File: src/rtl/utf16_to_utf8_transcoder_core_defines.svh
// assertion helpers shared by the rtl
`ifndef UTF16_TO_UTF8_TRANSCODER_CORE_DEFINES_SVH
`define UTF16_TO_UTF8_TRANSCODER_CORE_DEFINES_SVH

// same-cycle implication, checked out of reset
`define U2U_ASSERT_NOW(label, ante, cons, msg) \
    label: assert property (@(posedge clk) disable iff (!rst_n) (ante) |-> (cons)) \
        else $error(msg);

// next-cycle implication, checked out of reset
`define U2U_ASSERT_NEXT(label, ante, cons, msg) \
    label: assert property (@(posedge clk) disable iff (!rst_n) (ante) |=> (cons)) \
        else $error(msg);

`endif

File: src/rtl/u16u8_pkg.sv
// ----------------------------------------------------------------------------
// u16u8_pkg
// Shared constants and types for the UTF-16 to UTF-8 transcoder.
// ----------------------------------------------------------------------------
package u16u8_pkg;

    localparam int CAP_WIDTH  = 20;
    localparam int PADDR_W    = 3;
    localparam int PDATA_W    = 32;

    // word index of the registers
    localparam logic REG_OUT_CAPACITY = 1'b0;

    localparam logic [CAP_WIDTH-1:0] CAP_RESET = 20'hFFFFF;

    // status codes
    localparam logic [1:0] ST_OK       = 2'd0;
    localparam logic [1:0] ST_INVALID  = 2'd1;
    localparam logic [1:0] ST_ENDIAN   = 2'd2;
    localparam logic [1:0] ST_OVERFLOW = 2'd3;

    localparam logic [15:0] LIM_1BYTE  = 16'h0080;
    localparam logic [15:0] LIM_2BYTE  = 16'h0800;
    localparam logic [15:0] SURR_LO    = 16'hD800;
    localparam logic [15:0] TRAIL_LO   = 16'hDC00;
    localparam logic [15:0] SURR_HI    = 16'hDFFF;
    localparam logic [15:0] ENDIAN_LO  = 16'hFFFE;

    localparam logic [7:0] PFX_CONT  = 8'h80;
    localparam logic [7:0] PFX_LEAD2 = 8'hC0;
    localparam logic [7:0] PFX_LEAD3 = 8'hE0;
    localparam logic [7:0] PFX_LEAD4 = 8'hF0;

    localparam logic [20:0] SUPP_BASE = 21'h10000;

    typedef logic [3:0][7:0] byte_quad_t;

    // results of one code unit, as loaded into the output stage
    typedef struct packed {
        logic [2:0]  num;
        byte_quad_t  bytes;
        logic        bvld;
        logic        done;
        logic [1:0]  status;
    } run_t;

endpackage

File: src/rtl/utf16_to_utf8_transcoder_core.sv
// ----------------------------------------------------------------------------
// utf16_to_utf8_transcoder_core
// Converts a stream of UTF-16 code units to UTF-8 bytes, one byte per word.
// ----------------------------------------------------------------------------
// output: the first result word appears in the cycle after the code unit is accepted
// runs: a unit giving n results (1..4) sends them one after another over the single
//   output byte port, held while out_stall is high; a new unit is taken as the last word leaves
// reset: string state cleared, out_capacity back to 0xFFFFF, no clearing pass
// ----------------------------------------------------------------------------
`include "utf16_to_utf8_transcoder_core_defines.svh"

module utf16_to_utf8_transcoder_core #(
    parameter int COUNT_WIDTH = 20
) (
    input  logic                                clk,
    input  logic                                rst_n,

    input  logic                                psel,
    input  logic                                penable,
    input  logic                                pwrite,
    input  logic [u16u8_pkg::PADDR_W-1:0]       paddr,
    input  logic [u16u8_pkg::PDATA_W-1:0]       pwdata,
    output logic [u16u8_pkg::PDATA_W-1:0]       prdata,
    output logic                                pready,

    input  logic                                in_valid,
    output logic                                in_stall,
    input  logic [15:0]                         code_unit,
    input  logic                                first_unit,
    input  logic                                last_unit,

    output logic                                out_valid,
    input  logic                                out_stall,
    output logic [7:0]                          out_byte,
    output logic                                byte_valid,
    output logic                                last_of_run,
    output logic                                string_done,
    output logic [1:0]                          status,
    output logic [u16u8_pkg::CAP_WIDTH-1:0]     byte_count
);

    localparam int CW = u16u8_pkg::CAP_WIDTH;
    localparam int W  = (COUNT_WIDTH > CW) ? COUNT_WIDTH : CW;

    // ---------------- configuration ----------------
    logic [CW-1:0] cap_reg;
    logic          cfg_wr;

    assign pready = 1'b1;
    assign cfg_wr = psel && penable && pwrite;

    always_ff @(posedge clk or negedge rst_n)
    begin
        if (!rst_n)
        begin
            cap_reg <= u16u8_pkg::CAP_RESET;
        end
        else if (cfg_wr && paddr[2] == u16u8_pkg::REG_OUT_CAPACITY)
        begin
            cap_reg <= pwdata[CW-1:0];
        end
    end

    always_comb
    begin
        prdata = '0;
        if (paddr[2] == u16u8_pkg::REG_OUT_CAPACITY)
        begin
            prdata[CW-1:0] = cap_reg;
        end
    end

    // ---------------- string state ----------------
    logic                   lead_pending_reg, lead_pending_next;
    logic [9:0]             lead_bits_reg, lead_bits_next;
    logic [COUNT_WIDTH-1:0] bytes_written_reg, bytes_written_next;
    logic                   stopped_reg, stopped_next;

    // ---------------- output stage ----------------
    logic                   emit_valid_reg;
    logic [1:0]             rem_reg;
    u16u8_pkg::byte_quad_t  bytes_reg;
    logic                   bvld_reg;
    logic                   done_reg;
    logic [1:0]             status_reg;
    logic [COUNT_WIDTH-1:0] cnt_reg;

    logic                   emit_last;
    logic                   adv;
    logic                   in_acc;
    u16u8_pkg::run_t        run;
    logic [COUNT_WIDTH-1:0] cnt_first;

    assign emit_last = (rem_reg == 2'd0);
    assign adv       = emit_valid_reg && !out_stall;
    assign in_stall  = emit_valid_reg && !(emit_last && !out_stall);
    assign in_acc    = in_valid && !in_stall;

    // ---------------- decode of one code unit ----------------
    logic                   lp_e;
    logic [9:0]             lb_e;
    logic [COUNT_WIDTH-1:0] bw_e;
    logic                   st_e;
    logic [20:0]            cp;
    logic [W:0]             used_w;
    logic [W:0]             cap_m;
    logic                   no_room;
    logic                   is_trail;
    logic                   is_surr;
    logic                   err;
    logic [1:0]             err_code;
    logic [2:0]             n;
    u16u8_pkg::byte_quad_t  enc;

    always_comb
    begin
        lp_e = first_unit ? 1'b0 : lead_pending_reg;
        lb_e = first_unit ? 10'd0 : lead_bits_reg;
        bw_e = first_unit ? '0 : bytes_written_reg;
        st_e = first_unit ? 1'b0 : stopped_reg;

        is_surr  = (code_unit >= u16u8_pkg::SURR_LO) && (code_unit <= u16u8_pkg::SURR_HI);
        is_trail = (code_unit >= u16u8_pkg::TRAIL_LO) && (code_unit <= u16u8_pkg::SURR_HI);
        cp = u16u8_pkg::SUPP_BASE + {1'b0, lb_e, code_unit[9:0]};

        n   = 3'd0;
        enc = '0;
        if (lp_e)
        begin
            n = 3'd4;
            enc[0] = u16u8_pkg::PFX_LEAD4 | {5'd0, cp[20:18]};
            enc[1] = u16u8_pkg::PFX_CONT  | {2'd0, cp[17:12]};
            enc[2] = u16u8_pkg::PFX_CONT  | {2'd0, cp[11:6]};
            enc[3] = u16u8_pkg::PFX_CONT  | {2'd0, cp[5:0]};
        end
        else if (code_unit < u16u8_pkg::LIM_1BYTE)
        begin
            n = 3'd1;
            enc[0] = code_unit[7:0];
        end
        else if (code_unit < u16u8_pkg::LIM_2BYTE)
        begin
            n = 3'd2;
            enc[0] = u16u8_pkg::PFX_LEAD2 | {3'd0, code_unit[10:6]};
            enc[1] = u16u8_pkg::PFX_CONT  | {2'd0, code_unit[5:0]};
        end
        else
        begin
            n = 3'd3;
            enc[0] = u16u8_pkg::PFX_LEAD3 | {4'd0, code_unit[15:12]};
            enc[1] = u16u8_pkg::PFX_CONT  | {2'd0, code_unit[11:6]};
            enc[2] = u16u8_pkg::PFX_CONT  | {2'd0, code_unit[5:0]};
        end

        // room check: used + n > capacity, both at the counter width
        used_w  = (W+1)'(bw_e);
        cap_m   = (W+1)'(cap_reg) & {{(W+1-COUNT_WIDTH){1'b0}}, {COUNT_WIDTH{1'b1}}};
        no_room = (used_w + (W+1)'(n)) > cap_m;

        lead_pending_next = lp_e;
        lead_bits_next    = lb_e;
        bytes_written_next = bw_e;
        stopped_next      = st_e;
        run       = '0;
        cnt_first = bw_e;
        err       = 1'b0;
        err_code  = u16u8_pkg::ST_OK;

        if (!st_e)
        begin
            if (lp_e)
            begin
                if (!is_trail)
                begin
                    err      = 1'b1;
                    err_code = u16u8_pkg::ST_INVALID;
                end
            end
            else if (code_unit == 16'd0)
            begin
                // terminator: one empty result that ends the string
                stopped_next = 1'b1;
                run.num  = 3'd1;
                run.done = 1'b1;
            end
            else if (!is_surr)
            begin
                if (code_unit >= u16u8_pkg::ENDIAN_LO)
                begin
                    err      = 1'b1;
                    err_code = u16u8_pkg::ST_ENDIAN;
                end
            end
            else if (is_trail || last_unit)
            begin
                err      = 1'b1;
                err_code = u16u8_pkg::ST_INVALID;
            end

            if (!lp_e && is_surr && !is_trail && !last_unit)
            begin
                // lead held for the next unit
                lead_pending_next = 1'b1;
                lead_bits_next    = code_unit[9:0];
                run.num = 3'd1;
            end
            else if (!err && (lp_e || code_unit != 16'd0) && no_room)
            begin
                err      = 1'b1;
                err_code = u16u8_pkg::ST_OVERFLOW;
            end
            else if (!err && (lp_e || code_unit != 16'd0))
            begin
                lead_pending_next  = 1'b0;
                lead_bits_next     = 10'd0;
                bytes_written_next = bw_e + COUNT_WIDTH'(n);
                cnt_first          = bw_e + COUNT_WIDTH'(1);
                stopped_next       = last_unit;
                run.num   = n;
                run.bytes = enc;
                run.bvld  = 1'b1;
                run.done  = last_unit;
            end

            if (err)
            begin
                stopped_next      = 1'b1;
                lead_pending_next = 1'b0;
                lead_bits_next    = 10'd0;
                run.num    = 3'd1;
                run.bytes  = '0;
                run.bvld   = 1'b0;
                run.done   = 1'b1;
                run.status = err_code;
            end
        end
    end

    always_ff @(posedge clk or negedge rst_n)
    begin
        if (!rst_n)
        begin
            lead_pending_reg  <= 1'b0;
            lead_bits_reg     <= 10'd0;
            bytes_written_reg <= '0;
            stopped_reg       <= 1'b0;
        end
        else if (in_acc)
        begin
            lead_pending_reg  <= lead_pending_next;
            lead_bits_reg     <= lead_bits_next;
            bytes_written_reg <= bytes_written_next;
            stopped_reg       <= stopped_next;
        end
    end

    // ------------ output stage: one word per cycle unless stalled ------------
    always_ff @(posedge clk or negedge rst_n)
    begin
        if (!rst_n)
        begin
            emit_valid_reg <= 1'b0;
            rem_reg        <= 2'd0;
        end
        else if (in_acc && run.num != 3'd0)
        begin
            emit_valid_reg <= 1'b1;
            rem_reg        <= 2'(run.num - 3'd1);
        end
        else if (adv)
        begin
            emit_valid_reg <= !emit_last;
            rem_reg        <= rem_reg - 2'd1;
        end
    end

    always_ff @(posedge clk)
    begin
        if (in_acc && run.num != 3'd0)
        begin
            bytes_reg  <= run.bytes;
            bvld_reg   <= run.bvld;
            done_reg   <= run.done;
            status_reg <= run.status;
            cnt_reg    <= cnt_first;
        end
        else if (adv && !emit_last)
        begin
            bytes_reg <= {8'd0, bytes_reg[3], bytes_reg[2], bytes_reg[1]};
            cnt_reg   <= cnt_reg + COUNT_WIDTH'(1);
        end
    end

    logic [W-1:0] cnt_w;
    assign cnt_w = W'(cnt_reg);

    assign out_valid   = emit_valid_reg;
    assign out_byte    = bytes_reg[0];
    assign byte_valid  = bvld_reg;
    assign last_of_run = emit_last;
    assign string_done = done_reg && emit_last;
    assign status      = status_reg;
    assign byte_count  = cnt_w[CW-1:0];

    // ---------------- checks ----------------
    `U2U_ASSERT_NOW(a_done_on_last, out_valid && string_done, last_of_run,
        "string_done away from the last word of a run")
    `U2U_ASSERT_NOW(a_error_word, out_valid && status != u16u8_pkg::ST_OK,
        !byte_valid && string_done, "error word carries a byte or leaves string open")
    `U2U_ASSERT_NOW(a_empty_byte_zero, out_valid && !byte_valid, out_byte == 8'd0,
        "empty word with nonzero byte")
    `U2U_ASSERT_NOW(a_hold_input, out_valid && !last_of_run, in_stall,
        "input taken while a run is still going out")
    `U2U_ASSERT_NEXT(a_drain, out_valid && last_of_run && !out_stall && !in_acc,
        !out_valid, "output stage kept a word after its run drained")

endmodule
File: config.mk
export PLATFORM = sky130hd
export DESIGN_NAME = utf16_to_utf8_transcoder_core
export DESIGN_NICKNAME = d
export VERILOG_FILES = /design/src/rtl/u16u8_pkg.sv /design/src/rtl/utf16_to_utf8_transcoder_core.sv
export VERILOG_INCLUDE_DIRS = /design/src /design/src/rtl
export SDC_FILE = /design/constraint.sdc
export NUM_CORES = 1
export LEC_CHECK = 0
export ABC_AREA = 0
export BUFFER_PORTS_ARGS = -buffer_cell sky130_fd_sc_hd__buf_4
export CAP_MARGIN = 20
export CORE_UTILIZATION = 55
export CTS_CLUSTER_DIAMETER = 120
export DETAILED_ROUTE_END_ITERATION = 12
export PLACE_DENSITY = 0.9
export SETUP_SLACK_MARGIN = 0.05
export SYNTH_ARGS = -nofsm -noshare
export SYNTH_HDL_FRONTEND = slang
export SYNTH_SLANG_ARGS = --single-unit
File: constraint.sdc
create_clock -name clk -period 7.04 [get_ports clk]
set_clock_uncertainty 0.15 [all_clocks]
set_input_delay 0.352 -clock clk [delete_from_list [all_inputs] [get_ports clk]]
set_output_delay 0.352 -clock clk [all_outputs]
set_load 0.005 [all_outputs]
== Yosys cells after proc, flatten, opt, wreduce, memory -nomap -nowiden ==
Index checks and enable logic that the tools add are counted.
W data, S select, Z words.
Word-level totals
  word-level logic and storage cells: 139
  register bits: 111
  input port bits: 60
  output and inout bits: 68
Cells by class
  add/sub/neg operators: 7
  order comparisons: 7
  mux-type cells: 73
  reduce and logical (&&, ||, !) cells: 35
  bitwise logic cells: 2
Operators by type and width (count)
  $mux W20: 12
  $mux W39: 2
  $mux W37: 2
  $mux W32: 2
  $mux W10: 6
  $ge A16 B16 Y1 const B: 3
  $add A20 B1 Y20 const B: 2
  $mux W34: 1
  $mux W1: 31
  $mux W24: 1
  $mux W8: 3
  $add A17 B20 Y21 const A: 1
  $add A20 B3 Y21: 1
  $gt A21 B20 Y1: 1
  $add A20 B3 Y20: 1
  $logic_and A1 B1 Y1: 17
  $le A16 B16 Y1 const B: 1
  $logic_not A16 Y1: 1
  $lt A16 B12 Y1 const B: 1
  $lt A16 B8 Y1 const B: 1
  $mux W16: 1
  $mux W2: 8
  $reduce_bool A16 Y1: 1
  $mux W14: 1
  other kinds (10): 23

== Depth between registers and ports, before layout ==
  depth after elaboration: 19
  gate-level depth with buffers: 22
  depth with buffers taken out: 20

== Worst setup path before layout ==
OpenSTA, ideal clock, no wires.
  path type: input-to-reg
  start point: input port code_unit[10]
  end point: register cnt_reg[9] (netlist: byte_count[9]) (data pin)
  arrival time: 4883 ps
  slack: 1733 ps
  buffers on the path: 4
  setup time: 274 ps
  required time: 6616 ps
  stages on the path: 22
  cells stage by stage: buf_2 or4_1 buf_4 a21oi_1 ha_1 fa_1 a21oi_1 and2b_1 nand3_2 or3_4 or3_1 a21oi_1 ha_1 a21o_1 a221oi_1 and2_1 a211oi_1 or2_4 buf_6 buf_6 o31ai_1 a31oi_1
On the way
  word-level cells in the longest chain between the ends: 19
  elaborated cells between the ends (all ways): 48
  those cells by class: add/sub: 1; order compare: 7; mux: 25; reduce/logical: 15
Ends and longest elaborated chain
  start, declared: line utf16_to_utf8_transcoder_core.sv:28  | input logic [15:0] code_unit,
  parallel branches: the longest is 18 deep, another holds $add A20 B3 Y21
  $mux W20 *: line utf16_to_utf8_transcoder_core.sv:279  | if (in_acc && run.num != 3'd0)
  end signal, assigned: line utf16_to_utf8_transcoder_core.sv:285  | cnt_reg <= cnt_first;
  end signal, assigned: line utf16_to_utf8_transcoder_core.sv:290  | cnt_reg <= cnt_reg + COUNT_WIDTH'(1);
  end, declared: line utf16_to_utf8_transcoder_core.sv:86  | logic [COUNT_WIDTH-1:0] cnt_reg;
Mark *: on every way between the ends. The select of a mux whose other input is x is not followed.
A chain may end at the register's enable or synchronous reset.

== Worst setup path in the final report ==
  start point: input port code_unit[7]
  end point: register cnt_reg[15] (netlist: byte_count[15]) (data pin)
Same word-level chain as after synthesis.

==> out/results.ini <==
[synth]
syn_avg_cell_area_um2 = 9.31
synth_top_cell_by_area = edfxtp_1
synth_warnings = 0
ys_types = 73
ys_ff_latch = 108
syn-cell-area_um2 = 7080
ys.flop_type = edfxtp_1
synth_top_area_frac = 0.225
synth_edf_count = 53
synth-async-reset-ratio = 0.509
syn_inst = 761
synth_area_leaders = edfxtp_1 (22%), dfrtp_1 (12%), dfstp_2 (7.4%), ha_1 (4.6%), xnor2_1 (4.0%)
yosysSeqAreaShare = 0.423

[clocking]
clock_latency_ps = 360
clockBufferDepth = 2
cts_buffers = 9
cts_tree = yes
clock-sinks = 108
htree_levels = 3
cts-root-buf = clkbuf_16
cts_setup_buffers = 0
clkTransAtPathRegs_ps = 70

[critical_path]
path_class = input pin to flop
cp-end-kind = flop
required_ps = 7100
start_kind = input pin
arrival_ps = 6070
path_max_fanout = 41

[detailed_routing]
drc = 0
wl_per_cell_um = 17.3
vias = 6096
via_per_inst = 6.02
drt-initial-drc-count = 906
totalWireLength_um = 17500
ant_nets = 0
firstDrtPassIters = 5

[sta]
period_needed_ps = 6000
grt_setup_unrepaired = false
timing.final.crit_share = 0.853
maxSlewHeadroom = 0.436
tightest_slew_ps = 846
slew_violations = 0
hold_viol_final = 0
tns_ps = 0
setup_viol = 0
fmax_mhz = 167

[outcome]
outcome = finished, final reports clean

[cells_and_area]
fillCellCount = 1016
nets = 923
area_growth_pct = 15.2
final_cell_area_um2 = 8160
regArea_um2 = 2990
multi_input_comb_area_um2 = 3710
largest_reg_flops = 21
antenna_cells = 0
drive_gt1_frac = 0.216
instances_no_fill = 1013

[die]
ios = 128
die_y_um = 115
core_area_um2 = 12600
die_w_um = 115
row_count = 41
dieArea_um2 = 13300
initial_core_util = 0.564

[grt]
grtUsageTotal = 0.273
grt_max_degree = 56
grt_pass1_vias = 5576
gr-total-overflow = 0
grt_pass1_wl_um = 28300
antenna_found_initial = 0

[place]
dp_hpwl_um = 12500
dp.cells = 995
place_area_um2 = 7850
globalplace.congestion = 0.948
port_buffers = 100

[pwr]
totalPowerFinal_mw = 2.51
power.density_nw_per_um2 = 308
cellLeakagePower_nw = 3.42
max-vdd-ir-drop_uv = 184

[min_path]
worstHoldPathType = input pin to flop

[job]
cap_violations = 0

## metrics by stage
stage | util | setup slack (ps) | hold slack [ps]
after CTS | 0.648 | 1130 | 60.8
after detailed placement | 0.625 | 768 | 296
after global routing | 0.649 | 787 | 60.7
final | 0.649 | 1040 | 67.8
after floorplan | - | 1730 | -93.6
after global placement | 0.625 | 851 | 296
## layer usage
metal / vias to the layer above / track usage / share of wire
met5: - / 0 / 0
met4: 0 / 0.0874 / 0.020
met3: 38 / 0.0690 / 0.098
met2: 336 / 0.399 / 0.44
met1: 2856 / 0.399 / 0.44
li1: 2866 / - / -
## path summary, 6_finish.rpt
path / start / to / slack (ps) / depth (start not counted)
worst max-delay path: code_unit[7] / byte_count[15] / 1040 / 20
worst min-delay path: pwdata[17] / cap_reg[17] / 70 / 2
worst max register to register: lead_pending_reg / byte_count[15] / 1310 / 20
worst min register to register: lead_bits_reg[5] / lead_bits_reg[5] / 360 / 1
max in group asynchronous: rst_n / lead_bits_reg[8] / 5810 / 2
min in group asynchronous: rst_n / bytes_written_reg[17] / 440 / 2
## synth_stat cells, drive strengths merged, types with 3 or more instances
library cell / n
a211oi: 5
a21o: 6
a21oi: 35
a22o: 22
a22oi: 5
a31oi: 9
and2: 10
and3: 15
buf: 34
clkbuf: 25
dfrtp: 35
dfstp: 20
edfxtp: 53
ha: 26
inv: 26
mux2: 20
mux2i: 4
nand2: 69
nand2b: 13
nand3: 38
nand4: 14
nor2: 74
nor2b: 21
nor3: 21
nor3b: 3
nor4: 5
o211ai: 4
o21ai: 37
o22ai: 4
o31ai: 11
or2: 4
or3: 11
or4: 9
xnor2: 32
xor2: 15
## power breakdown
| part | switching, mW | total [mW] | leakage (nW) | internal, mW |
|---|---|---|---|---|
| sequential | 0.136 | 1.10 | 1.19 | 0.961 |
| combinational | 0.511 | 0.921 | 2.09 | 0.410 |
| clock | 0.248 | 0.496 | 0.140 | 0.248 |
| total | 0.895 | 2.51 | 3.42 | 1.62 |
## cell families after synthesis
logic type	synth area share
AOI/OAI and AO/OA	0.142
xor gates and xnor gates	0.0581
adders and majority gates	0.0488
buffers and inverters	0.0609
DFF	0.423
muxes	0.0375
other	0.00106
and+or+nand+nor	0.229
## cell usage in the layout (no fill, tap or decap), types with 5 or more instances in the layout
| master | count |
|---|---|
| edfxtp_1 | 53 |
| and2_1 | 10 |
| a22oi_1 | 5 |
| nor2_1 | 73 |
| buf_4 | 110 |
| a21o_1 | 6 |
| nand2_1 | 68 |
| dfstp_2 | 20 |
| xor2_1 | 15 |
| a21oi_1 | 35 |
| conb_1 | 13 |
| clkbuf_16 | 9 |
| nand4_1 | 14 |
| o31ai_1 | 10 |
| nand2b_1 | 12 |
| inv_1 | 25 |
| nor4_1 | 5 |
| nor3_1 | 20 |
| a31oi_1 | 9 |
| and3_1 | 15 |
| dfrtp_1 | 35 |
| or3_1 | 10 |
| xnor2_1 | 32 |
| a22o_1 | 22 |
| or4_1 | 9 |
| mux2_2 | 20 |
| nor2b_1 | 20 |
| a211oi_1 | 5 |
| nand3_1 | 37 |
| o21ai_0 | 35 |
| ha_1 | 26 |
## layout make-up
| class | instances | area share |
|---|---|---|
| Multi-Input combinational cell | 578 | 0.455 |
| Sequential cell | 108 | 0.367 |
| Inverter | 27 | 0.0127 |
| Tap cell | 172 | 0.0264 |
| Timing Repair Buffer | 112 | 0.104 |
| Clock buffer | 10 | 0.0281 |
| Clock inverter | 6 | 0.00675 |
## what timing repair did
action / 4_1_cts / 5_1_grt
gates resized for setup: 0 / 0
hold buffers: 1 / 0
endpoints found under the setup margin: 0 / 0
endpoints found under the hold margin: 35 / 0
## critical path, stage by stage
cell	delay [ps]
buf_4	140
or4_1	690
a21oi_1	360
ha_1	250
fa_1	220
a21oi_1	160
and2b_1	330
nand3_2	140
or3_4	440
or3_1	350
a21oi_1	230
ha_1	290
a21o_1	180
a221oi_1	340
and2_1	180
a211oi_1	50
buf_4	220
or2_4	420
or4_1	540
a31oi_1	170
No activity file was read; power rests on OpenSTA's default activity.
